File: config.mk
export PLATFORM = sky130hd
export DESIGN_NAME = setr_alu
export DESIGN_NICKNAME = d
export VERILOG_FILES = /design/src/setr_pkg.sv /design/src/setr_alu.sv
export SDC_FILE = /design/constraint.sdc
export NUM_CORES = 1
export LEC_CHECK = 0
export ABC_CLOCK_PERIOD_IN_PS = 3010
export BUFFER_PORTS_ARGS = -buffer_cell sky130_fd_sc_hd__buf_2
export CAP_MARGIN = 20
export CORE_MARGIN = 1
export CORE_UTILIZATION = 46
export DETAILED_ROUTE_END_ITERATION = 7
export PLACE_DENSITY = 0.81
export SYNTH_ARGS = -nofsm -noshare
export SYNTH_HDL_FRONTEND = slang
export SYNTH_SLANG_ARGS = --single-unit
File: constraint.sdc
create_clock -name vclk -period 3.01
set_input_delay 0.1505 -clock vclk [all_inputs]
set_output_delay 0.1505 -clock vclk [all_outputs]
set_load 0.05 [all_outputs]
File: src/setr_pkg.sv
// Shared types and constants for the sequenced event trace ring.
`default_nettype none
package setr_pkg;

    localparam int SER_W   = 64;
    localparam int EPOCH_W = 32;
    localparam int TYPE_W  = 4;
    localparam int ADDR_W  = 64;
    localparam int DATA_W  = 32;
    localparam int KIND_W  = 2;

    localparam logic       FUNC_RECORD = 1'b0;
    localparam logic       FUNC_READ   = 1'b1;

    localparam logic [KIND_W-1:0] KIND_ACK   = 2'd0;
    localparam logic [KIND_W-1:0] KIND_EVENT = 2'd1;
    localparam logic [KIND_W-1:0] KIND_SUM   = 2'd2;

    typedef enum logic {
        ALU_ADD = 1'b0,
        ALU_SUB = 1'b1
    } t_alu_op;

    typedef struct packed {
        logic [SER_W-1:0] a;
        logic [SER_W-1:0] b;
        t_alu_op          op;
    } t_alu_req;

    typedef struct packed {
        logic [SER_W-1:0] sum;
        logic             carry;
    } t_alu_rsp;

    typedef struct packed {
        logic [EPOCH_W-1:0] epoch;
        logic [TYPE_W-1:0]  etype;
        logic [ADDR_W-1:0]  address;
        logic [DATA_W-1:0]  actor_index;
        logic [DATA_W-1:0]  sector;
        logic [DATA_W-1:0]  old_stat;
        logic [DATA_W-1:0]  new_stat;
    } t_slot;

    localparam int SLOT_W = $bits(t_slot);

endpackage
`default_nettype wire

File: src/setr_alu.sv
// Shared 64-bit add/subtract unit with carry out.
`default_nettype none
module setr_alu
    import setr_pkg::*;
(
    input  wire t_alu_req i_req,
    output t_alu_rsp      o_rsp
);
    logic [SER_W-1:0] b_eff;
    logic [SER_W:0]   full;

    always_comb begin
        b_eff = (i_req.op == ALU_SUB) ? ~i_req.b : i_req.b;
        // carry out of a subtract is set when no borrow occurred (a >= b)
        full  = {1'b0, i_req.a} + {1'b0, b_eff}
              + {{SER_W{1'b0}}, (i_req.op == ALU_SUB)};
        o_rsp.sum   = full[SER_W-1:0];
        o_rsp.carry = full[SER_W];
    end
endmodule
`default_nettype wire

==> impl_metrics.tcl, run 1 <==
set metrics [dict create \
    grt-ovfl-total 3 \
    ios 194 \
    grt.total_usage_pct 69.3 \
    yosys.area.top_type "ha_1" \
    gp_congestion 1.13 \
    ys_warn_count 0 \
    die_w_microns 102 \
    synthesis.area_sq_um 4550 \
    grt_max_degree 15 \
    synth.most_common_cell "xor2_1" \
    hpwl_microns 16500 \
    portBuffers 194 \
    lastStage "5_1_grt" \
    synth_cells 636 \
    grt_pass1_vias 9357 \
    synth.cells.most_frequent "xor2_1, a21oi_1, ha_1" \
    ys_seq_area_share_pct 0 \
    num_rows 35 \
    yosysUniqueCellTypes 71 \
    start_util_pct 48.4 \
    yosysTopAreaCellShare_pct 19.0 \
    avgSynthCellArea_sq_um 7.16 \
    stop_error "[ERROR GRT-0116] Global routing finished with congestion. Check the congestion regions in the DRC Viewer." \
    grt_pass1_wl_microns 52900 \
    die_y_microns 102 \
    hold_buffers 0 \
    syn_nets 835 \
    status "did not finish" \
    yosys-top-cells-area "ha_1, xor2_1, a21oi_1, xnor2_1, a21o_1" \
]
## metrics by stage
step | util [%] | worst slack (ns) | area [sq um] | cells | hold slack [ns]
2_1_floorplan | - | -0.254 | 5140 | 636 | 0.569
3_3_place_gp | 83.7 | -0.436 | 7880 | 1172 | 0.733
3_5_place_dp | 83.7 | -0.584 | 7880 | 1172 | 0.750
4_1_cts | 94.5 | -0.260 | 8900 | 1198 | 0.752
## logic make-up after synthesis
group	synth area share, %
buf+inv	4.84
compound gates	33.5
fa+ha+maj	19.4
mux	0.440
simple gates	18.2
xor+xnor	23.7
## layer usage
metal	GRT overflow	GRT usage [%]
met1	0	67.5
met2	0	88.6
met3	0	56.8
met4	3	67.2
met5	0	7.69
## timing repair
| action | CTS |
|---|---|
| buffers inserted | 26 |
| resized for setup | 185 |
| pin swaps | 65 |
| setup endpoints to repair | 42 |
| cloned | 2 |
==> run 2, diff against run 1 <==
--- a/config.mk
+++ b/config.mk
@@ -5,13 +5,13 @@
 export SDC_FILE = /design/constraint.sdc
 export NUM_CORES = 1
 export LEC_CHECK = 0
-export ABC_CLOCK_PERIOD_IN_PS = 3010
+export ABC_CLOCK_PERIOD_IN_PS = 3900
 export BUFFER_PORTS_ARGS = -buffer_cell sky130_fd_sc_hd__buf_2
 export CAP_MARGIN = 20
 export CORE_MARGIN = 1
-export CORE_UTILIZATION = 46
+export CORE_UTILIZATION = 40
 export DETAILED_ROUTE_END_ITERATION = 7
-export PLACE_DENSITY = 0.81
+export PLACE_DENSITY_LB_ADDON = 0.15
 export SYNTH_ARGS = -nofsm -noshare
 export SYNTH_HDL_FRONTEND = slang
 export SYNTH_SLANG_ARGS = --single-unit
==> constraint.sdc (replaced) <==
create_clock -name vclk -period 3.9
set_input_delay 0.195 -clock vclk [all_inputs]
set_output_delay 0.195 -clock vclk [all_outputs]
set_load 0.05 [all_outputs]
==> run 2 against run 1 <==
- the flow now finishes without violations
- area after synthesis unchanged
- synthesized cell count unchanged
==> impl_metrics.tcl, run 2 <==
set metrics [dict create \
    synth.cells.most_frequent "xor2_1, a21oi_1, ha_1" \
    core_area_sq_um 11000 \
    rsz0062_at_grt "no" \
    worstHoldStart "i_req[65]" \
    dp_cells 955 \
    pre_cts_slack_ns 0.190 \
    vias_per_cell 5.59 \
    place_area_sq_um 5700 \
    drt_iter0_markers 275 \
    vias 5348 \
    post-route-drc-count 0 \
    post-route-util_pct 52.1 \
    nFillCells 1101 \
    avgSynthCellArea_sq_um 7.16 \
    yosys-top-cells-area "ha_1, xor2_1, a21oi_1, xnor2_1, a21o_1" \
    diodes 0 \
    grt_pass1_vias 4899 \
    clock.fmax_ghz 0.272 \
    syn_to_final_growth_pct 25.6 \
    drive_above_1_share_pct 29.0 \
    wirelength_microns 14200 \
    ios 194 \
    portBuffers 194 \
    cp.arrival_ns 3.47 \
    finalHoldViolations 0 \
    grt-ovfl-total 0 \
    critPathLaunchType "primary input" \
    ant_nets 0 \
    crit_path_start "i_req[0]" \
    p_total_mw 2.27 \
    p_leak_nw 2.87 \
    register_area_sq_um 0 \
    grt_pass1_wl_microns 22200 \
    multi_input_area_sq_um 4380 \
    endpoint_kind "output pin" \
    setup_ws_ns 0.230 \
    grt_max_degree 24 \
    die_w_microns 109 \
    cp_max_fo 16 \
    yosysUniqueCellTypes 71 \
    synthesis.area_sq_um 4550 \
    setup_viol 0 \
    fin_cells 957 \
    power_density_nw_per_um2 397 \
    ys_warn_count 0 \
    hold_buffers 0 \
    die_y_microns 109 \
    gp_congestion 0.920 \
    final_common_cell "buf_2" \
    worst_slew_pin_slew_ns 0.543 \
    start_util_pct 41.5 \
    syn_nets 835 \
    maxCapViolCount 0 \
    drt_first_pass_iters 5 \
    final-max-slew-violation-count 0 \
    yosys.area.top_type "ha_1" \
    post_drt_wl_per_cell_microns 14.9 \
    seq_cells 0 \
    ys_seq_area_share_pct 0 \
    fin_crit_sh_pct 94.1 \
    antenna_found_initial 1 \
    final_cell_mix "buf_2, xor2_1, a21oi_1, ha_1, nand2_1" \
    yosysTopAreaCellShare_pct 19.0 \
    nNetsFinal 1018 \
    crit_required_ns 3.70 \
    hpwl_microns 12400 \
    vdd_ir_drop_max_uv 216 \
    period_needed_ns 3.67 \
    synth_cells 636 \
    clkbuf_count 0 \
    tns_ns 0 \
    num_rows 38 \
    hold_class "primary input to output pin" \
    fin_hold_ws_ns 0.747 \
    status "complete, no violations" \
    path_class "primary input to output pin" \
    grt.total_usage_pct 22.6 \
    synth.most_common_cell "xor2_1" \
    stdcell_area_sq_um 5720 \
    dieArea_sq_um 11800 \
    max_slew_margin_pct 62.9 \
]
run 2: cell counts after synthesis:
Identical to the previous run, type by type.
run 2: path summary, 6_finish.rpt:
path | to | slack (ns) | cells after the start
worst min-delay path | o_rsp[1] | 0.75 | 3
worst max-delay path | o_rsp[52] | 0.23 | 14
run 2: critical path: stages:
cell and delay (ns):
buf_4 0.17, buf_12 0.17, xor2_1 0.16, ha_1 0.43, nand4_2 0.19, or4_4 0.59
or2_4 0.25, o211ai_2 0.08, a221oi_2 0.11, a21oi_1 0.38, a21oi_2 0.14, o21ai_2 0.17
xnor2_2 0.13, buf_2 0.28
run 2: kinds of logic after synthesis:
group,after synthesis,share of synthesized area [%]
compound gates,228,33.5
xor+xnor,123,23.7
fa+ha+maj,70,19.4
buf+inv,44,4.84
mux,2,0.440
simple gates,169,18.2
run 2: what timing repair did:
| action | in CTS | in global routing |
|---|---|---|
| buffers inserted | 0 | 2 |
| endpoints found under the setup margin | 0 | 6 |
| resized for setup | 0 | 2 |
run 2: metal layers:
layer  up-vias  GRT usage, %  wire [microns]
li1       2693             -               -
met4         2          2.61             148
met2       199          39.2            6440
met1      2437          31.5            6890
met5         -             0              13
met3        17          1.02             741
run 2: layout make-up:
| cell class | count | area share (%) |
|---|---|---|
| Tap cell | 140 | 3.06 |
| Multi-Input combinational cell | 592 | 76.5 |
| Timing Repair Buffer | 205 | 19.1 |
| Inverter | 20 | 1.31 |
run 2: power breakdown:
part	leakage, nW	switching, mW	internal (mW)
Combinational	2.87	1.60	0.677
Sequential	0	0	0
Clock	0	0	0
Total	2.87	1.60	0.677
(Power assumes the default switching activity.)
