$ cat config.mk
export PLATFORM = sky130hd
export DESIGN_NAME = setr_ram
export DESIGN_NICKNAME = d
export VERILOG_FILES = /design/src/setr_ram.sv
export SDC_FILE = /design/constraint.sdc
export NUM_CORES = 1
export LEC_CHECK = 0
export BUFFER_PORTS_ARGS = -buffer_cell sky130_fd_sc_hd__buf_2
export CORE_MARGIN = 10
export CORE_UTILIZATION = 42
export DETAILED_ROUTE_END_ITERATION = 8
export PLACE_DENSITY = 0.67
export SLEW_MARGIN = 10
export SYNTH_ARGS = -nofsm -noshare
export SYNTH_HDL_FRONTEND = slang
export SYNTH_SLANG_ARGS = --single-unit
$ cat constraint.sdc
create_clock -name i_clk -period 2.4 [get_ports i_clk]
set_input_delay 0.48 -clock i_clk [delete_from_list [all_inputs] [get_ports i_clk]]
set_output_delay 0.48 -clock i_clk [all_outputs]
set_load 0.005 [all_outputs]
$ cat src/setr_ram.sv
// Generic single-write, single-read RAM with registered read data.
`default_nettype none
module setr_ram #(
    parameter int WIDTH = 8,
    parameter int DEPTH = 32
) (
    input  wire logic                                  i_clk,
    input  wire logic                                  i_we,
    input  wire logic [$clog2(DEPTH > 1 ? DEPTH : 2)-1:0] i_waddr,
    input  wire logic [WIDTH-1:0]                      i_wdata,
    input  wire logic [$clog2(DEPTH > 1 ? DEPTH : 2)-1:0] i_raddr,
    output logic      [WIDTH-1:0]                      o_rdata
);
    logic [WIDTH-1:0] r_mem [DEPTH];

    always_ff @(posedge i_clk) begin
        if (i_we) begin
            r_mem[i_waddr] <= i_wdata;
        end
        o_rdata <= r_mem[i_raddr];
    end
endmodule
`default_nettype wire

==> results of run 1 <==
layout make-up:
cell class | instances | area, µm² | area share
Clock buffer | 36 | 697 | 0.0596
Clock inverter | 8 | 93.8 | 0.00802
Multi-Input combinational cell | 133 | 2100 | 0.179
Sequential cell | 264 | 7850 | 0.671
Tap cell | 319 | 399 | 0.0341
Timing Repair Buffer | 70 | 561 | 0.0479
routing by layer:
layer | up-vias | global-route usage
li1 | 1926 | -
met1 | 2333 | 0.176
met2 | 148 | 0.204
met3 | 24 | 0.0226
met4 | 0 | 0.0314
met5 | - | 0
stage by stage:
stage,cells,hold slack [ns],worst slack [ns],utilization,total power [mW]
CTS,830,0.434,0.451,0.497,9.50
floorplan,417,0.579,0.118,-,5.51
detailed placement,786,0.875,-0.0731,0.463,5.76
global route,830,0.435,0.417,0.497,9.71
finish,830,0.455,0.442,0.497,9.40
global placement,786,0.877,-0.0588,0.463,5.74
worst max-delay path, cell delays in order:
cell and delay, ns:
buf_4 0.14, buf_12 0.16, buf_12 0.17, mux4_2 0.56
mux4_2 0.53, mux2_2 0.29
cell families (layout without fill, tap and decap cells):
family        Yosys count  count (layout)  synth area share
simple gates           45              45            0.0207
mux                    88              88             0.188
flops                 264             264             0.781
buf+inv                20             114            0.0106
registers in the layout, indices dropped and copies added (netlist names):
register	count
r_mem	256
o_rdata	8
power by group:
part           switching [mW]  internal [mW]
Clock                    1.52           2.22
Sequential             0.0226           5.13
Combinational           0.269          0.234
synthesized netlist by cell type, drive strengths merged:
cell	instances	area [µm²]
buf	14	83.8
clkbuf	6	22.5
dfxtp	8	160
edfxtp	256	7690
mux2	8	90.1
mux4	80	1800
nand2	1	3.75
nand3	2	10.0
nand3b	5	37.5
nor2	33	124
or3	1	6.26
or3b	3	26.3
worst max-delay path by stage:
stage | startpoint | to | slack, ns | cells after the start
5_1_grt | i_raddr[0] | o_rdata[4] | 0.42 | 6
2_1_floorplan | i_raddr[2] | o_rdata[0] | 0.12 | 5
6_report | i_raddr[0] | o_rdata[4] | 0.44 | 6
3_5_place_dp | i_raddr[0] | o_rdata[4] | -0.07 | 6
4_1_cts | i_raddr[0] | o_rdata[4] | 0.45 | 6
3_3_place_gp | i_raddr[0] | o_rdata[4] | -0.06 | 6
==> Implementation_results.wiki, run 1 <==
{| class="wikitable"
! Metric !! Value
|-
| Outcome || complete, no violations
|-
| Detailed Place HPWL || 12,900 µm
|-
| Sink of the worst hold path || o_rdata[7]
|-
| Setup skew after layout || approximately 0.014 ns
|-
| Syn. warnings || 0
|-
| DRT met1 WL || between 8000 and 9000 µm
|-
| Highest routing layer actually used || met4
|-
| Clock transition at path regs || around 0.060 ns
|-
| Count of nets left with antenna violations after detail routing || 0
|-
| Post-CTS Setup Repair Bufs || 0
|-
| Final worst path period share || 0.816
|-
| Fin area || 11,700 µm²
|-
| Path depth of the worst reg2reg path || 3
|-
| Worst EP arrival || between 2 and 2.5 ns
|-
| Global-route usage over all layers || 0.127
|-
| Fin crit period || 1.96 ns
|-
| Worst Hold Class || input pin to flip-flop
|-
| Net Count, Synth || around 440
|-
| CTS tree || done
|-
| Maximum number of pins on one net before global-route repair || 35
|-
| Total standard cell area after synthesis || ~10,000 µm²
|-
| Share of cells above drive strength 1 || 0.384
|-
| Post-Synthesis Cells || between 400 and 500
|-
| Number of clock buffers inserted by TritonCTS || 24
|-
| Register-to-register setup slack || 0.58 ns
|-
| Total setup violations reported at the end of the flow || 0
|-
| Die Wd || between 150 and 200 µm
|-
| Via count of the first global-routing pass || roughly 4.6k
|-
| Achievable frequency || 0.511 GHz
|-
| Hold Crit Start || i_raddr[3]
|-
| #FFs+latches synth || ~260
|-
| Number of cell rows || 56
|-
| Initial drt markers || around 370
|-
| Peak ir drop on the vdd network || about 530 µV
|-
| Core Footprint || ~24,000 µm²
|-
| Element type at the critical path start || input pin
|-
| # port buffers || 27
|-
| Static Leakage || 3.72 nW
|-
| Average size of a mapped cell || between 20 and 25 µm²
|-
| Routed vias/inst || 5.34
|-
| Maximum buffer depth of the clock tree || 3
|-
| Number of vias after detailed routing || approximately 4.4k
|-
| Effective utilization at floorplan || 0.427
|-
| Sequential cell area fraction in the yosys report || 0.781
|-
| Area grow syn2layout || 16.4%
|-
| Power density over cell area || about 800 nW/µm²
|-
| Worst slew margin relative to its limit || 0.582
|-
| Biggest fanout along the worst timing path || 12
|-
| Reg-to-Reg End || o_rdata[4]
|-
| Sum Neg Setup Slack || 0 ns
|-
| DR pass1 iterations || 5
|-
| Initial antenna violation count || 0
|-
| # diodes || 0
|-
| CTS H-Tree Depth || 1
|-
| Hold_buf cts || 0
|-
| Post-route DRC || 0
|-
| Final slew viol count || 0
|-
| Global-route wire length before repair || 29,600 µm
|-
| Root buffer cell || clkbuf_16
|-
| Type of the worst setup path || input pin to flip-flop
|-
| Worst skew pair latency || approximately 0.5 ns
|-
| Area of the die || about 31,000 µm²
|-
| Met2 Routed Length || between 9000 and 10,000 µm
|-
| Max-cap violations || 0
|-
| Placed instance area || between 10,000 and 15,000 µm²
|-
| Die Y-Extent || about 170 µm
|-
| CP Data Required Time || ~2.8 ns
|-
| Average detailed-routed wire length per instance || ~23 µm
|-
| Reg2reg start || r_mem[13][4]
|-
| I/O pin total || 28
|-
| Detailed Route WL || 19,500 µm
|-
| Critical Path End Type || flip-flop
|-
| Number of cells upsized or downsized after cts || 0
|-
| Fillcell total || ~1.9k
|-
| Cell variety after synth || 15
|-
| Most common cell after layout, fill and taps aside || edfxtp_1
|-
| Wire length on met3 || around 1300 µm
|-
| Most frequent cells in the layout || edfxtp_1 (256), mux4_2 (80), buf_4 (36)
|-
| # nets final || around 500
|-
| Hold Path Cell Cnt || 2
|-
| # clock sinks || approximately 260
|-
| RSZ-0062 raised after global routing || no
|-
| Placer congestion estimate || between 0.7 and 0.8
|-
| Total congestion overflow after global routing || 0
|-
| Tightest Pin Transition || 0.627 ns
|-
| Final hold vios || 0
|}
No activity file was read; power rests on OpenSTA's default activity.
==> inputs of run 2 (changes only) <==
- ABC_AREA: unset -> 1
- clock period: 2.4 -> 1.64 ns (I/O delays scaled with it)
==> run 2 against run 1 <==
  * Via count grew 59%
  * Worst setup slack lost 0.22 ns
  * First-iteration DRC count is 140% higher
  * Cell count increased by 61%
  * Core utilization shrank 0.28 points
  * Wire length is 32% higher
  * Die area up 6.4%
  * Sequential power is 46% higher
  * Clock power increased by 57%
  * Critical path type is now flip-flop to output port
  * Largest cell class unchanged
  * Highest routed layer unchanged
==> Implementation_results.wiki, run 2 <==
{| class="wikitable"
! Metric !! Value
|-
| Placer congestion estimate || around 0.87
|-
| Most common cell after layout, fill and taps aside || nand2_1
|-
| Total setup violations reported at the end of the flow || 0
|-
| Fin area || around 12,000 µm²
|-
| Buffering stage count on the worst path with inverters included || 1
|-
| Syn. warnings || 0
|-
| Area grow syn2layout || 15.7%
|-
| Worst skew pair latency || 0.52 ns
|-
| Core Footprint || 25,300 µm²
|-
| Max-cap violations || 0
|-
| Area share of the leading cell type in the synthesized netlist || 0.713
|-
| Via count of the first global-routing pass || just under 7k
|-
| Initial drt markers || around 870
|-
| Sequential cell area fraction in the yosys report || 0.728
|-
| Worst slew margin relative to its limit || 0.552
|-
| Synth cell count leaders || nand2_1 (360), edfxtp_1 (256), nand3_1 (204), nor2_1 (32), buf_6 (24)
|-
| # port buffers || 27
|-
| CP max stage delay || 0.42 ns
|-
| #FFs+latches synth || between 200 and 300
|-
| Critical Path End Type || output port
|-
| Post-route DRC || 0
|-
| Global-route usage over all layers || 0.152
|-
| Detailed Route WL || 25,700 µm
|-
| Library cell with the highest instance count after synthesis || nand2_1
|-
| Largest delay share family, worst path || flip-flops
|-
| CP Data Required Time || between 1 and 1.5 ns
|-
| Fillcell total || 2,239
|-
| Registers with the highest flip-flop counts || r_mem: 256 flops, o_rdata: 8 flops
|-
| Share of cells above drive strength 1 || 0.130
|-
| Total standard cell area after synthesis || about 11,000 µm²
|-
| Number of vias after detailed routing || slightly above 7k
|-
| Hold_buf cts || 0
|-
| Met2 track demand over resource in global routing || 0.236
|-
| Clock transition at path regs || roughly 0.060 ns
|-
| Top cells by area in the synthesized netlist || edfxtp_1 (71%), nand2_1 (13%), nand3_1 (9.5%)
|-
| Total congestion overflow after global routing || 0
|-
| Element type at the critical path start || flip-flop
|-
| Sum Neg Setup Slack || 0 ns
|-
| Biggest fanout along the worst timing path || 1
|-
| RSZ-0062 raised after global routing || no
|-
| Met1 layer usage reported by global route || 0.219
|-
| # nets final || just over 1k
|-
| Detailed Place HPWL || between 15,000 and 20,000 µm
|-
| Maximum buffer depth of the clock tree || 3
|-
| Final hold vios || 0
|-
| Achievable frequency || 0.704 GHz
|-
| Post-Synthesis Cells || between 900 and 1k
|-
| Placed instance area || 11,600 µm²
|-
| CTS H-Tree Depth || 1
|-
| Most frequent cells in the layout || nand2_1 (360), edfxtp_1 (256), nand3_1 (204)
|-
| Average size of a mapped cell || around 12 µm²
|-
| Cell chain of the critical path || buf_2
|-
| I/O pin total || 28
|-
| Met3 usage || 0.0247
|-
| Effective utilization at floorplan || 0.427
|-
| Static Leakage || between 4 and 5 nW
|-
| Flip-flop count of the largest register, all copies and words added || around 260
|-
| Async S/R FF share, synth || 0
|-
| Fin crit period || approximately 1.4 ns
|-
| Average detailed-routed wire length per instance || approximately 19 µm
|-
| Count of flip-flops with a built-in enable after synthesis || roughly 260
|-
| Worst EP arrival || about 1.1 ns
|-
| Die Y-Extent || 180 µm
|-
| Register ranked first by flip-flop count || r_mem
|-
| Root buffer cell || clkbuf_16
|-
| Setup skew after layout || between 0.004 and 0.005 ns
|-
| Busiest metal layer after global routing || met2
|-
| Post-synth top area cell || edfxtp_1
|-
| Critical path's slowest cell || dfxtp_1
|-
| Final slew viol count || 0
|-
| Post-CTS Setup Repair Bufs || 0
|-
| Power density over cell area || ~1200 nW/µm²
|-
| Routed vias/inst || between 5 and 6
|-
| Area of the die || 32,500 µm²
|-
| Worst Hold Class || input pin to flip-flop
|-
| Number of clock buffers inserted by TritonCTS || 27
|-
| Initial antenna violation count || 2
|-
| Maximum number of pins on one net before global-route repair || 46
|-
| Outcome || complete, no violations
|-
| Global-route wire length before repair || around 40,000 µm
|-
| Number of cell rows || between 50 and 60
|-
| Peak ir drop on the vdd network || roughly 710 µV
|-
| Type of the worst setup path || flip-flop to output port
|-
| CTS tree || done
|-
| Count of nets left with antenna violations after detail routing || 0
|-
| DR pass1 iterations || 5
|-
| Primary flip-flop cell chosen by synthesis mapping || edfxtp_1
|-
| # clock sinks || roughly 260
|-
| Cell variety after synth || 12
|-
| Tightest Pin Transition || slightly below 0.7 ns
|-
| Net Count, Synth || around 940
|-
| Final worst path period share || 0.867
|-
| Die Wd || between 150 and 200 µm
|-
| Number of cells upsized or downsized after cts || 0
|}
-- run 2: cell count changes in the layout (fill, tap and decap cells not counted), moves of 8 or more --
cell / delta
nand2_1: +359
mux2_2: -8
mux4_2: -80
buf_4: +11
buf_12: +9
nand3_1: +202
inv_1: +8
-- run 2: final timing paths --
path	startpoint	end	slack, ns	cells past startpoint
max	o_rdata[0]	o_rdata[0]	0.22	1
min	i_raddr[4]	o_rdata[2]	0.18	3
max reg2reg	r_mem[20][3]	o_rdata[3]	0.47	8
min reg2reg	r_mem[22][2]	o_rdata[2]	0.75	8
-- run 2: cell families (layout without fill, tap and decap cells) --
family	Yosys count	after routing	share of synthesized area
other cells	0	1	0
flops	264	264	0.728
simple gates	596	596	0.231
buf+inv	62	149	0.0414
-- run 2: metal layers --
layer	wire length [µm]	part of all wire
met1	11600	0.45
met2	11900	0.46
met3	1830	0.071
met4	393	0.015
met5	0	0
-- run 2: report_power, final --
part	switching (mW)	total, mW	internal, mW
logic	0.654	0.964	0.310
registers	0.0421	7.54	7.50
clock network	2.39	5.89	3.50
total	3.08	14.4	11.3
-- run 2: per-stage QoR --
step / utilization / cells / hold slack [ns] / setup slack (ns) / power, mW
after CTS: 0.494 / 1339 / 0.157 / 0.198 / 14.5
after detailed placement: 0.460 / 1290 / 0.708 / 0.0331 / 8.65
after global placement: 0.460 / 1290 / 0.714 / 0.0246 / 8.63
final: 0.494 / 1340 / 0.184 / 0.219 / 14.4
after floorplan: - / 922 / 0.427 / 0.278 / 8.20
after global routing: 0.494 / 1339 / 0.169 / 0.172 / 14.9
-- run 2: area by class of cell --
type                       count  area, µm²  share of cell area
tap                          330        413              0.0331
antenna                        1       2.50            0.000201
clock buffer                  44        810              0.0649
inverter                      10       38.8             0.00311
timing repair buffer          90        823              0.0660
sequential                   264       7850               0.629
clock inverter                 5       50.0             0.00401
multi-input combinational    596       2490               0.200
